`src/design/b58e_pkg.sv`:
```
package b58e_pkg;

  localparam int unsigned MAX_BYTES  = 32;
  localparam int unsigned MAX_DIGITS = 44;
  localparam int unsigned RESULT_CAP = 44;

  localparam int unsigned DIGIT_W = 6;
  localparam int unsigned IDX_W   = 6;
  localparam int unsigned CNT_W   = 7;
  localparam int unsigned CARRY_W = 9;
  localparam int unsigned SUM_W   = 14;
  localparam int unsigned RECIP_W = 25;
  localparam int unsigned RECIP_SH = 16;

  localparam logic [10:0] RECIP_58 = 11'd1130;
  localparam logic [6:0]  CHAR_ONE = 7'd49;

  typedef struct packed {
    logic [7:0] byte_in;
    logic       is_last;
  } b58e_in_t;

  typedef struct packed {
    logic [6:0] char_out;
    logic       last_char;
    logic       overflow;
  } b58e_out_t;

  typedef enum logic [2:0] {
    ST_IDLE,
    ST_ABSORB,
    ST_PREP,
    ST_ONES,
    ST_DIGITS
  } b58e_state_t;

  function automatic logic [6:0] b58e_alpha(input logic [DIGIT_W-1:0] d);
    logic [5:0] v;
    logic [6:0] c;
    v = (d >= 6'd58) ? d - 6'd58 : d;
    if (v < 6'd9) begin
      c = 7'd49 + {1'b0, v};
    end else if (v < 6'd17) begin
      c = 7'd56 + {1'b0, v};
    end else if (v < 6'd22) begin
      c = 7'd57 + {1'b0, v};
    end else if (v < 6'd33) begin
      c = 7'd58 + {1'b0, v};
    end else if (v < 6'd44) begin
      c = 7'd64 + {1'b0, v};
    end else begin
      c = 7'd65 + {1'b0, v};
    end
    return c;
  endfunction

endpackage

```
`src/design/base58_encoder_unit.sv`:
```
// Each byte runs an absorb pass that steps once through every stored base-58 digit and once
// per new digit; the carry pass through the shared divide-by-58 unit sets its length.
// On the last byte, a setup step (ST_PREP), then one character per cycle (at most 44), no stalls.
// A new byte is taken only once the last one is through; busy stays high meanwhile.
// Reset (rst_n low, synchronous) clears the sequencer and the message state; the digit
// memory needs no clearing pass.
module base58_encoder_unit
  import b58e_pkg::*;
(
  input  logic      clk,
  input  logic      rst_n,
  input  logic      start,
  output logic      busy,
  input  b58e_in_t  in_data,
  output logic      out_strobe,
  output b58e_out_t out_data
);

  b58e_state_t state_r, state_nxt;

  logic [DIGIT_W-1:0] mem [MAX_DIGITS];
  logic [DIGIT_W-1:0] rdata_r;
  logic [IDX_W-1:0]   rd_addr;
  logic [IDX_W-1:0]   wr_addr;
  logic [DIGIT_W-1:0] wr_data;
  logic               mem_we;

  logic [IDX_W-1:0]   cnt_r, cnt_nxt;
  logic [IDX_W-1:0]   zpc_r, zpc_nxt;
  logic               in_prefix_r, in_prefix_nxt;
  logic [IDX_W-1:0]   bytes_r, bytes_nxt;
  logic               ovf_r, ovf_nxt;
  logic               last_r, last_nxt;
  logic [CARRY_W-1:0] carry_r, carry_nxt;
  logic [IDX_W-1:0]   j_r, j_nxt;
  logic [IDX_W-1:0]   idx_r, idx_nxt;
  logic [IDX_W-1:0]   n_r, n_nxt;
  logic [IDX_W-1:0]   ones_r, ones_nxt;
  logic [IDX_W-1:0]   ones_tgt_r, ones_tgt_nxt;
  logic               lost_r, lost_nxt;
  logic               out_strobe_r, out_strobe_nxt;
  b58e_out_t          out_data_r, out_data_nxt;

  logic               accept;
  logic               room;
  logic               in_digits;
  logic               grow;
  logic               absorb_done;
  logic [DIGIT_W-1:0] d_eff;
  logic [SUM_W-1:0]   x;
  logic [RECIP_W-1:0] prod;
  logic [CARRY_W-1:0] q;
  logic [SUM_W-1:0]   r_full;
  logic               cap_hit;
  logic               ones_end;
  logic               emit_final;
  logic [IDX_W-1:0]   ones_need;
  logic [CNT_W-1:0]   total;
  logic [IDX_W-1:0]   j_inc;

  assign accept    = start && (state_r == ST_IDLE);
  assign busy      = (state_r != ST_IDLE);
  assign room      = (bytes_r < IDX_W'(MAX_BYTES));
  assign in_digits = (j_r < cnt_r);
  assign grow      = !in_digits && (carry_r != '0) && (cnt_r < IDX_W'(MAX_DIGITS));
  assign absorb_done = !in_digits && !grow;
  assign j_inc     = j_r + IDX_W'(1);

  // shared divide-by-58 unit
  assign d_eff  = ((bytes_r == IDX_W'(1)) && (j_r == '0)) ? '0 : rdata_r;
  assign x      = in_digits ? (SUM_W'(carry_r) + {d_eff, 8'b0}) : SUM_W'(carry_r);
  assign prod   = RECIP_W'(x) * RECIP_W'(RECIP_58);
  assign q      = prod[RECIP_SH +: CARRY_W];
  assign r_full = x - (SUM_W'(q) * SUM_W'(58));

  assign cap_hit    = (n_r == IDX_W'(RESULT_CAP - 1));
  assign ones_end   = (ones_r == ones_tgt_r - IDX_W'(1));
  assign emit_final = ((state_r == ST_ONES) && (cap_hit || (ones_end && in_prefix_r))) ||
                      ((state_r == ST_DIGITS) && (cap_hit || (idx_r == '0)));
  assign ones_need  = (in_prefix_r && (zpc_r == '0)) ? IDX_W'(1) : zpc_r;
  assign total = CNT_W'(ones_need) + (in_prefix_r ? CNT_W'(0) : CNT_W'(cnt_r));

  always_comb begin
    state_nxt = state_r;
    case (state_r)
      ST_IDLE: begin
        if (accept) begin
          if (room) begin
            state_nxt = ST_ABSORB;
          end else if (in_data.is_last) begin
            state_nxt = ST_PREP;
          end
        end
      end
      ST_ABSORB: begin
        if (absorb_done) begin
          state_nxt = last_r ? ST_PREP : ST_IDLE;
        end
      end
      ST_PREP: begin
        state_nxt = (ones_need == '0) ? ST_DIGITS : ST_ONES;
      end
      ST_ONES: begin
        if (emit_final) begin
          state_nxt = ST_IDLE;
        end else if (ones_end) begin
          state_nxt = ST_DIGITS;
        end
      end
      ST_DIGITS: begin
        if (emit_final) begin
          state_nxt = ST_IDLE;
        end
      end
      default: state_nxt = ST_IDLE;
    endcase
  end

  always_comb begin
    cnt_nxt        = cnt_r;
    zpc_nxt        = zpc_r;
    in_prefix_nxt  = in_prefix_r;
    bytes_nxt      = bytes_r;
    ovf_nxt        = ovf_r;
    last_nxt       = last_r;
    carry_nxt      = carry_r;
    j_nxt          = j_r;
    idx_nxt        = idx_r;
    n_nxt          = n_r;
    ones_nxt       = ones_r;
    ones_tgt_nxt   = ones_tgt_r;
    lost_nxt       = lost_r;
    out_strobe_nxt = 1'b0;
    out_data_nxt   = out_data_r;
    rd_addr        = '0;
    wr_addr        = j_r;
    wr_data        = r_full[DIGIT_W-1:0];
    mem_we         = 1'b0;
    case (state_r)
      ST_IDLE: begin
        if (accept) begin
          last_nxt = in_data.is_last;
          if (room) begin
            if (!(in_prefix_r && (in_data.byte_in == 8'd0))) begin
              in_prefix_nxt = 1'b0;
            end else begin
              zpc_nxt = zpc_r + IDX_W'(1);
            end
            bytes_nxt = bytes_r + IDX_W'(1);
            carry_nxt = CARRY_W'(in_data.byte_in);
            j_nxt     = '0;
          end else begin
            ovf_nxt = 1'b1;
          end
        end
      end
      ST_ABSORB: begin
        rd_addr = (j_inc < IDX_W'(MAX_DIGITS)) ? j_inc : '0;
        if (in_digits || grow) begin
          mem_we    = 1'b1;
          carry_nxt = q;
          j_nxt     = j_inc;
          if (grow) begin
            cnt_nxt = cnt_r + IDX_W'(1);
          end
        end else if (carry_r != '0) begin
          ovf_nxt = 1'b1;
        end
      end
      ST_PREP: begin
        ones_tgt_nxt = ones_need;
        lost_nxt     = ovf_r || (total > CNT_W'(RESULT_CAP));
        idx_nxt      = cnt_r - IDX_W'(1);
        rd_addr      = cnt_r - IDX_W'(1);
        n_nxt        = '0;
        ones_nxt     = '0;
      end
      ST_ONES: begin
        rd_addr        = idx_r;
        out_strobe_nxt = 1'b1;
        out_data_nxt   = '{char_out: CHAR_ONE, last_char: emit_final, overflow: lost_r};
        ones_nxt       = ones_r + IDX_W'(1);
        n_nxt          = n_r + IDX_W'(1);
      end
      ST_DIGITS: begin
        rd_addr        = idx_r - IDX_W'(1);
        out_strobe_nxt = 1'b1;
        out_data_nxt   = '{char_out: b58e_alpha(rdata_r), last_char: emit_final,
                           overflow: lost_r};
        idx_nxt        = idx_r - IDX_W'(1);
        n_nxt          = n_r + IDX_W'(1);
      end
      default: ;
    endcase
    // drop the message state once the last character is out
    if (emit_final) begin
      cnt_nxt       = IDX_W'(1);
      zpc_nxt       = '0;
      in_prefix_nxt = 1'b1;
      bytes_nxt     = '0;
      ovf_nxt       = 1'b0;
    end
  end

  always_ff @(posedge clk) begin
    if (mem_we) begin
      mem[wr_addr] <= wr_data;
    end
    rdata_r <= mem[rd_addr];
  end

  always_ff @(posedge clk) begin
    if (!rst_n) begin
      state_r      <= ST_IDLE;
      cnt_r        <= IDX_W'(1);
      zpc_r        <= '0;
      in_prefix_r  <= 1'b1;
      bytes_r      <= '0;
      ovf_r        <= 1'b0;
      out_strobe_r <= 1'b0;
    end else begin
      state_r      <= state_nxt;
      cnt_r        <= cnt_nxt;
      zpc_r        <= zpc_nxt;
      in_prefix_r  <= in_prefix_nxt;
      bytes_r      <= bytes_nxt;
      ovf_r        <= ovf_nxt;
      out_strobe_r <= out_strobe_nxt;
    end
  end

  always_ff @(posedge clk) begin
    last_r     <= last_nxt;
    carry_r    <= carry_nxt;
    j_r        <= j_nxt;
    idx_r      <= idx_nxt;
    n_r        <= n_nxt;
    ones_r     <= ones_nxt;
    ones_tgt_r <= ones_tgt_nxt;
    lost_r     <= lost_nxt;
    out_data_r <= out_data_nxt;
  end

  assign out_strobe = out_strobe_r;
  assign out_data   = out_data_r;

endmodule

```
`config.mk`:
```
export PLATFORM = sky130hd
export DESIGN_NAME = base58_encoder_unit
export DESIGN_NICKNAME = d
export VERILOG_FILES = /design/src/design/b58e_pkg.sv /design/src/design/base58_encoder_unit.sv
export SDC_FILE = /design/constraint.sdc
export NUM_CORES = 1
export LEC_CHECK = 0
export CAP_MARGIN = 30
export CORE_UTILIZATION = 50
export DETAILED_ROUTE_END_ITERATION = 12
export DONT_BUFFER_PORTS = 1
export PLACE_DENSITY = 0.72
export RECOVER_POWER = 50
export SYNTH_ARGS = -nofsm -noshare
export SYNTH_HDL_FRONTEND = slang
export SYNTH_SLANG_ARGS = --single-unit
```
`constraint.sdc`:
```
create_clock -name clk -period 20.6 [get_ports clk]
set_input_delay 1.03 -clock clk [delete_from_list [all_inputs] [get_ports clk]]
set_output_delay 1.03 -clock clk [all_outputs]
set_load 0.05 [all_outputs]
```
==> Yosys cells after proc, flatten, opt, wreduce, memory -nomap -nowiden <==
Memories as Yosys holds them, arrays and structs flattened. A register that Yosys moved wholly into a read port is not among the register bits.
Cells that the tools add are included.
{ "word_totals": {"register_bits": 74, "mem_bits_rw": 264, "output_inout_bits": 11, "mem_count": 1} }
{ "op_classes": {"n_addsub": 19, "mul": 2, "magnitude_cmp": 11, "n_eq_ne": 17, "n_mux": 44, "bitwise": 2, "reduce_logical": 40} }
{ "mem_list": {"columns": ["name", "words", "word_bits", "rd", "rd_clocked_by_memory_dff", "write_ports", "line", "source"], "rows": [
  ["mem", 44, 6, 1, 1, 1, "base58_encoder_unit.sv:21", "logic [DIGIT_W-1:0] mem [MAX_DIGITS];"]
]} }
{ "ops": {"columns": ["operator", "count"], "rows": [
  ["$mux W6", 8],
  ["$pmux W6 S2", 4],
  ["$add A6 B1 Y6 const B", 6],
  ["$pmux W9 S2", 2],
  ["$mux W7", 5],
  ["$lt A6 B6 Y1 const B", 5],
  ["$add A6 B6 Y7 const A", 4],
  ["$mux W9", 3],
  ["$logic_not A6 Y1", 4],
  ["$mul A14 B10 Y24 const B", 1],
  ["$mux W3", 8],
  ["$pmux W6 S4", 1],
  ["$sub A6 B1 Y6 const B", 3],
  ["$ne A2 B2 Y1 const B", 8],
  ["$pmux W3 S5", 1],
  ["$add A7 B6 Y7 const A", 2],
  ["$add A9 B14 Y14", 1],
  ["$mux W14", 1],
  ["$lt A6 B5 Y1 const B", 2],
  ["$reduce_and A4 Y1", 3],
  ["$logic_and A1 B1 Y1", 10],
  ["$reduce_and A5 Y1", 2],
  ["$reduce_bool A2 Y1", 5],
  ["$mul A9 B5 Y5 const B", 1],
  ["other kinds (27)", 45]
]} }

==> Depth between registers and ports, before layout <==
Gate-level depths: netlist (run 1).
{ "logic_depth": {"word_depth": 9, "ltp_mapped": 33} }

==> Worst setup path after synthesis (run 1) <==
Ideal clock, no wire load.
{ "synth_path": {"path_kind": "reg-to-reg", "start": "register j_r[1]", "end": "memory mem[0][5], data pin", "t_arrival_ns": 8.404, "t_required_ns": 20.167, "setup_slack_ns": 11.763, "stages_incl_launch_ff": 31, "n_path_buf": 0, "cell_sequence": "edfxtp_1 > ha_1 > a21o_1 > a21o_1 > a21o_1 > a21o_1 > a21oi_2 > nand2_1 > nor2_1 > ha_1 > ha_1 > inv_1 > fa_1 > fa_1 > inv_1 > ha_1 > ha_1 > inv_1 > and3_1 > a2111oi_0 > nand2_1 > xnor2_1 > ha_1 > ha_1 > inv_1 > ha_1 > a21oi_1 > xnor2_1 > xnor2_1 > xnor2_1 > xor2_1"} }
{ "synth_via": {"elab_chain_cells": 8, "word_cells_on_any_way": 9, "cone_classes": "2 x add/sub; 2 x mul; 1 x order compare; 2 x mux; 2 x reduce/logical"} }
{ "synth_rtl": {"columns": ["element", "line", "source"], "rows": [
  ["from (decl)", "base58_encoder_unit.sv:35", "logic [IDX_W-1:0] j_r, j_nxt;"],
  ["from (signal assigned)", "base58_encoder_unit.sv:235", "j_r <= j_nxt;"],
  ["$logic_not A6 Y1", "base58_encoder_unit.sv:70", "assign d_eff = ((bytes_r == IDX_W'(1)) && (j_r == '0)) ? '0 : rdata_r;"],
  ["$logic_and A1 B1 Y1", "base58_encoder_unit.sv:70", null],
  ["$mux W6", "base58_encoder_unit.sv:70", null],
  ["$add A9 B14 Y14", "base58_encoder_unit.sv:71", "assign x = in_digits ? (SUM_W'(carry_r) + {d_eff, 8'b0}) : SUM_W'(carry_r);"],
  ["$mux W14 (*)", "base58_encoder_unit.sv:71", null],
  ["$mul A14 B10 Y24", "base58_encoder_unit.sv:72", "assign prod = RECIP_W'(x) * RECIP_W'(RECIP_58);"],
  ["$mul A9 B5 Y5", "base58_encoder_unit.sv:74", "assign r_full = x - (SUM_W'(q) * SUM_W'(58));"],
  ["$sub A6 B6 Y6 (*)", "base58_encoder_unit.sv:74", null],
  ["via r_full[5]", "base58_encoder_unit.sv:53", "logic [SUM_W-1:0] r_full;"],
  ["to (decl)", "base58_encoder_unit.sv:21", null]
]} }
The timed path passes the listed nets; every way through them passes the cells marked *.

==> Worst setup path after layout (run 1) <==
{ "layout_path": {"start": "register j_r[1]", "end": "memory mem[40][5], data pin"} }
Same word-level chain as after synthesis.

==> metrics.md, run 1 <==
| Metric | Value |
|---|---|
| Outcome | finished with violations |
| Failing checks | DRC, capacitance limit, slew limit |
| Simple-Gate Fraction of Synth Area | 0.101 |
| Hold depth | 0 |
| First drt pass iteration count | 10 |
| Synth Register Bits | approximately 340 |
| Min-Delay Path Class | register to register |
| Number of H-tree levels | 2 |
| Clock slew at reported path FFs | approximately 0.060 ns |
| Final net count | 1,649 |
| Worst skew pair latency | roughly 0.53 ns |
| Post-synthesis mux area share | 0.0754 |
| Die Y | about 190 um |
| Remaining antenna violation count | 0 |
| Commonest non-fill, non-tap cell in the layout | edfxtp_1 |
| Core Rows | between 60 and 70 |
| Slew Limit Fails | 45 |
| Inserted Diodes | 0 |
| Worst path depth | 31 |
| Num ports | 23 |
| CP peak stage delay | around 0.72 ns |
| Post-Synth Adder-Cell Area | 0.112 |
| Max Cap Viol | 1 |
| Wirelength per Cell | about 20 um |
| GR Util met1 | 0.299 |
| Mapped Cells | ~1,500 |
| Buffers plus inverters on the worst setup path | 5 |
| Final Cell Area | 19,900 um2 |
| Kind of critical path | register to register |
| Number of global-route vias before repair | 11,414 |
| Die area | 37,400 um2 |
| Syn Std Cell Area | 18,300 um2 |
| Post-layout min period | 8.90 ns |
| Initial antenna violation count | 0 |
| RSZ-0062 raised after global routing | false |
| CTS tree | yes |
| Average size of a mapped cell | 12.3 um2 |
| Cell mode on critical path | ha_1 |
| Slew headroom | -0.360 |
| Count of clock tree sinks | approximately 340 |
| Starting density of the core | 0.512 |
| Initial drt markers | approximately 1,100 |
| Largest net degree at the start of global routing | between 70 and 80 |
| DRC | 1 |
| Port buffer count | 0 |
| Ratio of cells with drive above 1 in the final layout | 0.0580 |
| Max reg flops | 264 |
| GRT overflow | 0 |
| Dpl cells | roughly 1,900 |
| GRT busiest layer | met2 |
| Final Hold Fails | 0 |
| Final setup vio count | 0 |
| CP required | about 21 ns |
| First-pass GRT wire length | between 60 and 70 mm |
| Crit end category | register |
| Total GRT Usage | 0.215 |
| Non-filler cells, final | 1,978 |
| Distinct cells, synth | 75 |
| Root Driver | clkbuf_16 |
| Synth warn | 0 |
| Crit path max-delay family | adder cells |
| Synth Flop Type | edfxtp_1 |
| FF-to-FF path depth | 31 |
| Final WS setup | between 10 and 15 ns |
| Commonest cells after routing, fill and taps aside | edfxtp_1 (314), nor2_1 (143), mux2i_1 (128) |
| Compound-Gate Fraction of Synth Area | 0.0904 |
| DIE WIDTH | just under 200 um |
| CP max FO | 41 |
| Area contributors post-synth | edfxtp_1 (51%), ha_1 (8.1%), mux2i_1 (7.0%) |
| Largest Register | mem |
| Hold buffers post-CTS | 0 |
| Post-cts resize count | 0 |
| Synth area leader | edfxtp_1 |
| CP max-delay cell | a2111oi_0 |
| DR vias | approximately 11,000 |
| Setup Skew | 0.0260 ns |
| HPWL Detailed | 27.1 mm |
| Net Count, Synth | around 1,700 |
| Core area | 35,800 um2 |
| Met2 usage | 0.347 |
| Post-DP Area | around 19,000 um2 |
| Final estimated routing congestion in global placement | approximately 0.93 |
| Post-CTS Setup Repair Bufs | 0 |
| Worst Setup Start Kind | register |
| Period utilisation layout | 0.432 |
| Asr flop ratio synth | 0 |
| Largest family of logic cells by synthesized area | adder cells |
| Via density | between 5 and 6 |
| P&R area growth vs syn | 8.63% |
| Worst Path Arrival | around 9.2 ns |
| Register area share after synthesis | 0.547 |
| Max Fclk | 0.112 GHz |
| Total Wirelength | between 30 and 40 mm |
| Max Buffers Root-to-Sink | 3 |
| Final setup TNS | 0 ns |
| Post-Synth XOR/XNOR Area | 0.0330 |
| Dpl ws | 11.23 ns |
| Post-synth top area share | 0.514 |
| Met3 Usage GRT | 0.0329 |
| EDFF count, synth | approximately 310 |
| Number of buffers created by CTS | 36 |
| Slew @ Worst Pin | 2.04 ns |
synthesized netlist by cell type, types with 6 or more instances:
master / instances
a211oi_1: 32
and2_1: 21
mux2i_1: 128
o22ai_1: 8
edfxtp_1: 314
nand2b_1: 12
nand2_1: 92
xor2_1: 27
o21ai_0: 42
nor2b_1: 7
ha_1: 118
a21o_1: 14
o32ai_1: 8
nor3_1: 16
inv_1: 101
buf_4: 6
dfxtp_1: 30
xnor2_1: 42
nand4_1: 8
nand3_1: 31
o211ai_1: 8
a21oi_1: 67
a31oi_1: 11
a221oi_1: 6
and3_1: 10
buf_2: 18
fa_1: 29
buf_6: 9
and2_0: 13
nor2_1: 143
clkbuf_1: 23
mux2_2: 9
path summary, 6_finish.rpt:
check / start / to / slack [ns]
setup / recovery: j_r[1] / mem[40][5] / 11.70
hold / removal: lost_r / out_data[0] / 0.43
setup reg to reg: j_r[1] / mem[40][5] / 11.70
hold reg to reg: lost_r / out_data[0] / 0.43
kinds of logic after synthesis:
group | count (synthesis)
AOI/OAI and AO/OA | 248
xor gates and xnor gates | 69
adders and majority gates | 147
buffers and inverters | 163
DFF | 344
muxes | 137
and+or+nand+nor | 388
metal layers:
| layer | share of wire | up-vias |
|---|---|---|
| met5 | 0 | - |
| met4 | 0.024 | 0 |
| met3 | 0.064 | 61 |
| met2 | 0.47 | 340 |
| met1 | 0.44 | 5610 |
| li1 | - | 5461 |
final cells by class:
cell class                 instances  area [um2]
tap                              461         577
timing repair buffer              16         165
fill                            2879       15900
clock inverter                    21         205
clock buffer                      44         931
inverter                         103         387
sequential                       344       10000
multi-input combinational        989        7620
metrics by stage:
stage | hold WS [ns] | util
5_1_grt | 0.439 | 0.556
3_3_place_gp | 0.417 | 0.522
2_1_floorplan | 0.400 | -
3_5_place_dp | 0.432 | 0.523
6_report | 0.435 | 0.556
4_1_cts | 0.446 | 0.555
Power of run 1 is left out: the tool's default activity adds up to more than one toggle a clock period on the data nets, which glitch-free logic cannot reach.
==> run 2: changes to the inputs <==
--- a/config.mk
+++ b/config.mk
@@ -9,7 +9,7 @@
 export CORE_UTILIZATION = 50
 export DETAILED_ROUTE_END_ITERATION = 12
 export DONT_BUFFER_PORTS = 1
-export PLACE_DENSITY = 0.72
+export PLACE_DENSITY = 0.75
 export RECOVER_POWER = 50
 export SYNTH_ARGS = -nofsm -noshare
 export SYNTH_HDL_FRONTEND = slang
==> constraint.sdc (replaced) <==
create_clock -name clk -period 7.9 [get_ports clk]
set_input_delay 0.395 -clock clk [delete_from_list [all_inputs] [get_ports clk]]
set_output_delay 0.395 -clock clk [all_outputs]
set_load 0.05 [all_outputs]
==> run 2 against run 1 <==
Compared with the run above:
- the flow still finishes with violations (DRC, capacitance limit, slew limit)
- maximum frequency grew 16%
- via count grew 4.1%
- die area is the same
- first-iteration DRC count grew 10%
==> metrics.md, run 2 (synthesis results as in run 1) <==
| Metric | Value |
|---|---|
| Outcome | finished with violations |
| Failing checks | DRC, capacitance limit, slew limit |
| Initial antenna violation count | 0 (unchanged) |
| Final estimated routing congestion in global placement | 0.908 (-2.0%) |
| Remaining antenna violation count | 0 (unchanged) |
| Slew @ Worst Pin | 1.67 ns (-0.366 ns) |
| Cell mode on critical path | ha_1 |
| Min-Delay Path Class | primary input to register |
| Worst skew pair latency | 0.54 ns (about the same) |
| Initial drt markers | 1,173 (+10%) |
| Commonest cells after routing, fill and taps aside | edfxtp_1 (314), nor2_1 (141), mux2i_1 (126) |
| Die Y | 193 um (unchanged) |
| Clock slew at reported path FFs | 0.06 ns (about the same) |
| Largest net degree at the start of global routing | 119 (+55%) |
| CP peak stage delay | 0.55 ns (-0.17 ns) |
| Number of buffers created by CTS | 35 (-2.8%) |
| Post-layout min period | 7.66 ns (-1.24 ns) |
| Count of clock tree sinks | 344 (unchanged) |
| Final setup vio count | 0 (unchanged) |
| Final Hold Fails | 0 (unchanged) |
| CTS tree | yes |
| Kind of critical path | register to register |
| CP required | 8.19 ns (-12.75 ns) |
| Crit end category | register |
| Final Cell Area | 20,700 um2 (+4.2%) |
| Post-DP Area | 19,200 um2 (+2.4%) |
| DRC | 1 (unchanged) |
| Dpl cells | 1,969 (+3.0%) |
| GRT overflow | 0 (unchanged) |
| Final setup TNS | 0 ns (unchanged) |
| Final Util | 0.579 (+0.0232) |
| First drt pass iteration count | 10 (unchanged) |
| Via density | 5.83 (+0.56%) |
| Max reg flops | 264 (unchanged) |
| Period utilisation layout | 0.970 (+0.538) |
| Num ports | 23 (unchanged) |
| Die area | 37,400 um2 (unchanged) |
| Root Driver | clkbuf_16 |
| Max Cap Viol | 1 (unchanged) |
| Setup Skew | 0.0178 ns (-0.00816 ns) |
| DIE WIDTH | 193 um (unchanged) |
| Worst Setup Start Kind | register |
| Final net count | 1,719 (+4.2%) |
| Wirelength per Cell | 20.0 um (+0.11%) |
| Slew Limit Fails | 35 (-22%) |
| Number of global-route vias before repair | 11,859 (+3.9%) |
| Worst Path Arrival | 7.95 ns (-1.29 ns) |
| Non-filler cells, final | 2,047 (+3.5%) |
| DR vias | 11,939 (+4.1%) |
| Core Rows | 69 (unchanged) |
| Starting density of the core | 0.512 (unchanged) |
| Inserted Diodes | 0 (unchanged) |
| Ratio of cells with drive above 1 in the final layout | 0.120 (+0.0618) |
| CP max-delay cell | fa_1 |
| Number of H-tree levels | 2 (unchanged) |
| Total GRT Usage | 0.220 (+0.00502) |
| Max Fclk | 0.130 GHz (+16%) |
| Largest Register | mem |
| Max Buffers Root-to-Sink | 3 (unchanged) |
| Core area | 35,800 um2 (unchanged) |
| Total Wirelength | 40.9 mm (+3.6%) |
| P&R area growth vs syn | 13.2% |
| Slew headroom | -0.116 (+0.244) |
| Port buffer count | 0 (unchanged) |
| CP max FO | 4 (-90%) |
| HPWL Detailed | 27.4 mm (+1.1%) |
| Setup slack, reg-to-reg | 0.24 ns (-11.46 ns) |
| First-pass GRT wire length | 64.7 mm (+1.9%) |
| Commonest non-fill, non-tap cell in the layout | edfxtp_1 |
[run 2: cell count changes in the layout (fill, tap and decap cells not counted), sizes merged]
| cell | change |
|---|---|
| clkinv | -8 |
| buf | +63 |
| bufinv | +1 |
| dlygate4sd3 | +2 |
| clkbuf | +8 |
| clkinvlp | -1 |
| xor2 | +4 |
[run 2: final timing paths]
path | start | to | depth (start not counted)
max | j_r[1] | mem[18][5] | 30
min | rst_n | bytes_r[5] | 1
max reg2reg | j_r[1] | mem[18][5] | 30
min reg2reg | lost_r | out_data[0] | 0
[run 2: per-stage QoR]
stage	hold slack (ns)	setup slack [ns]
6_report	0.00989	0.236
3_3_place_gp	0.406	-0.149
2_1_floorplan	0.400	0.00395
5_1_grt	0.0142	-0.0282
4_1_cts	0.00528	0.00914
3_5_place_dp	0.419	-0.283
[run 2: routing by layer]
metal  GRT usage  part of all wire  vias up
met1       0.296              0.43     5860
met2       0.363              0.48      386
met3      0.0321             0.058       86
met4      0.0773             0.029        0
met5           0                 0        -
li1            -                 -     5607
[run 2: final cells by class]
| class | count | area, um2 |
|---|---|---|
| Clock buffer | 50 | 962 |
| Clock inverter | 13 | 208 |
| Fill cell | 2776 | 15100 |
| Inverter | 103 | 387 |
| Multi-Input combinational cell | 993 | 7930 |
| Sequential cell | 344 | 10000 |
| Tap cell | 461 | 577 |
| Timing Repair Buffer | 83 | 653 |
[run 2: timing repair]
action / in CTS / in global routing
pin swaps: 0 / 19
hold buffers: 2 / 0
buffers inserted: 5 / 3
gates resized for setup: 3 / 33
cloned: 3 / 1
hold endpoints to repair: 5 / 0
endpoints found under the setup margin: 44 / 83
[run 2: critical path: cells and delay by family, from the launching register on]
kind            cells  cell delay (ns)
compound gates      9             1.74
xor+xnor            5             0.84
fa+ha+maj          10             3.49
buf+inv             5             0.58
flops               1             0.43
mux                 1             0.29
Power of run 2 is left out for the same reason.
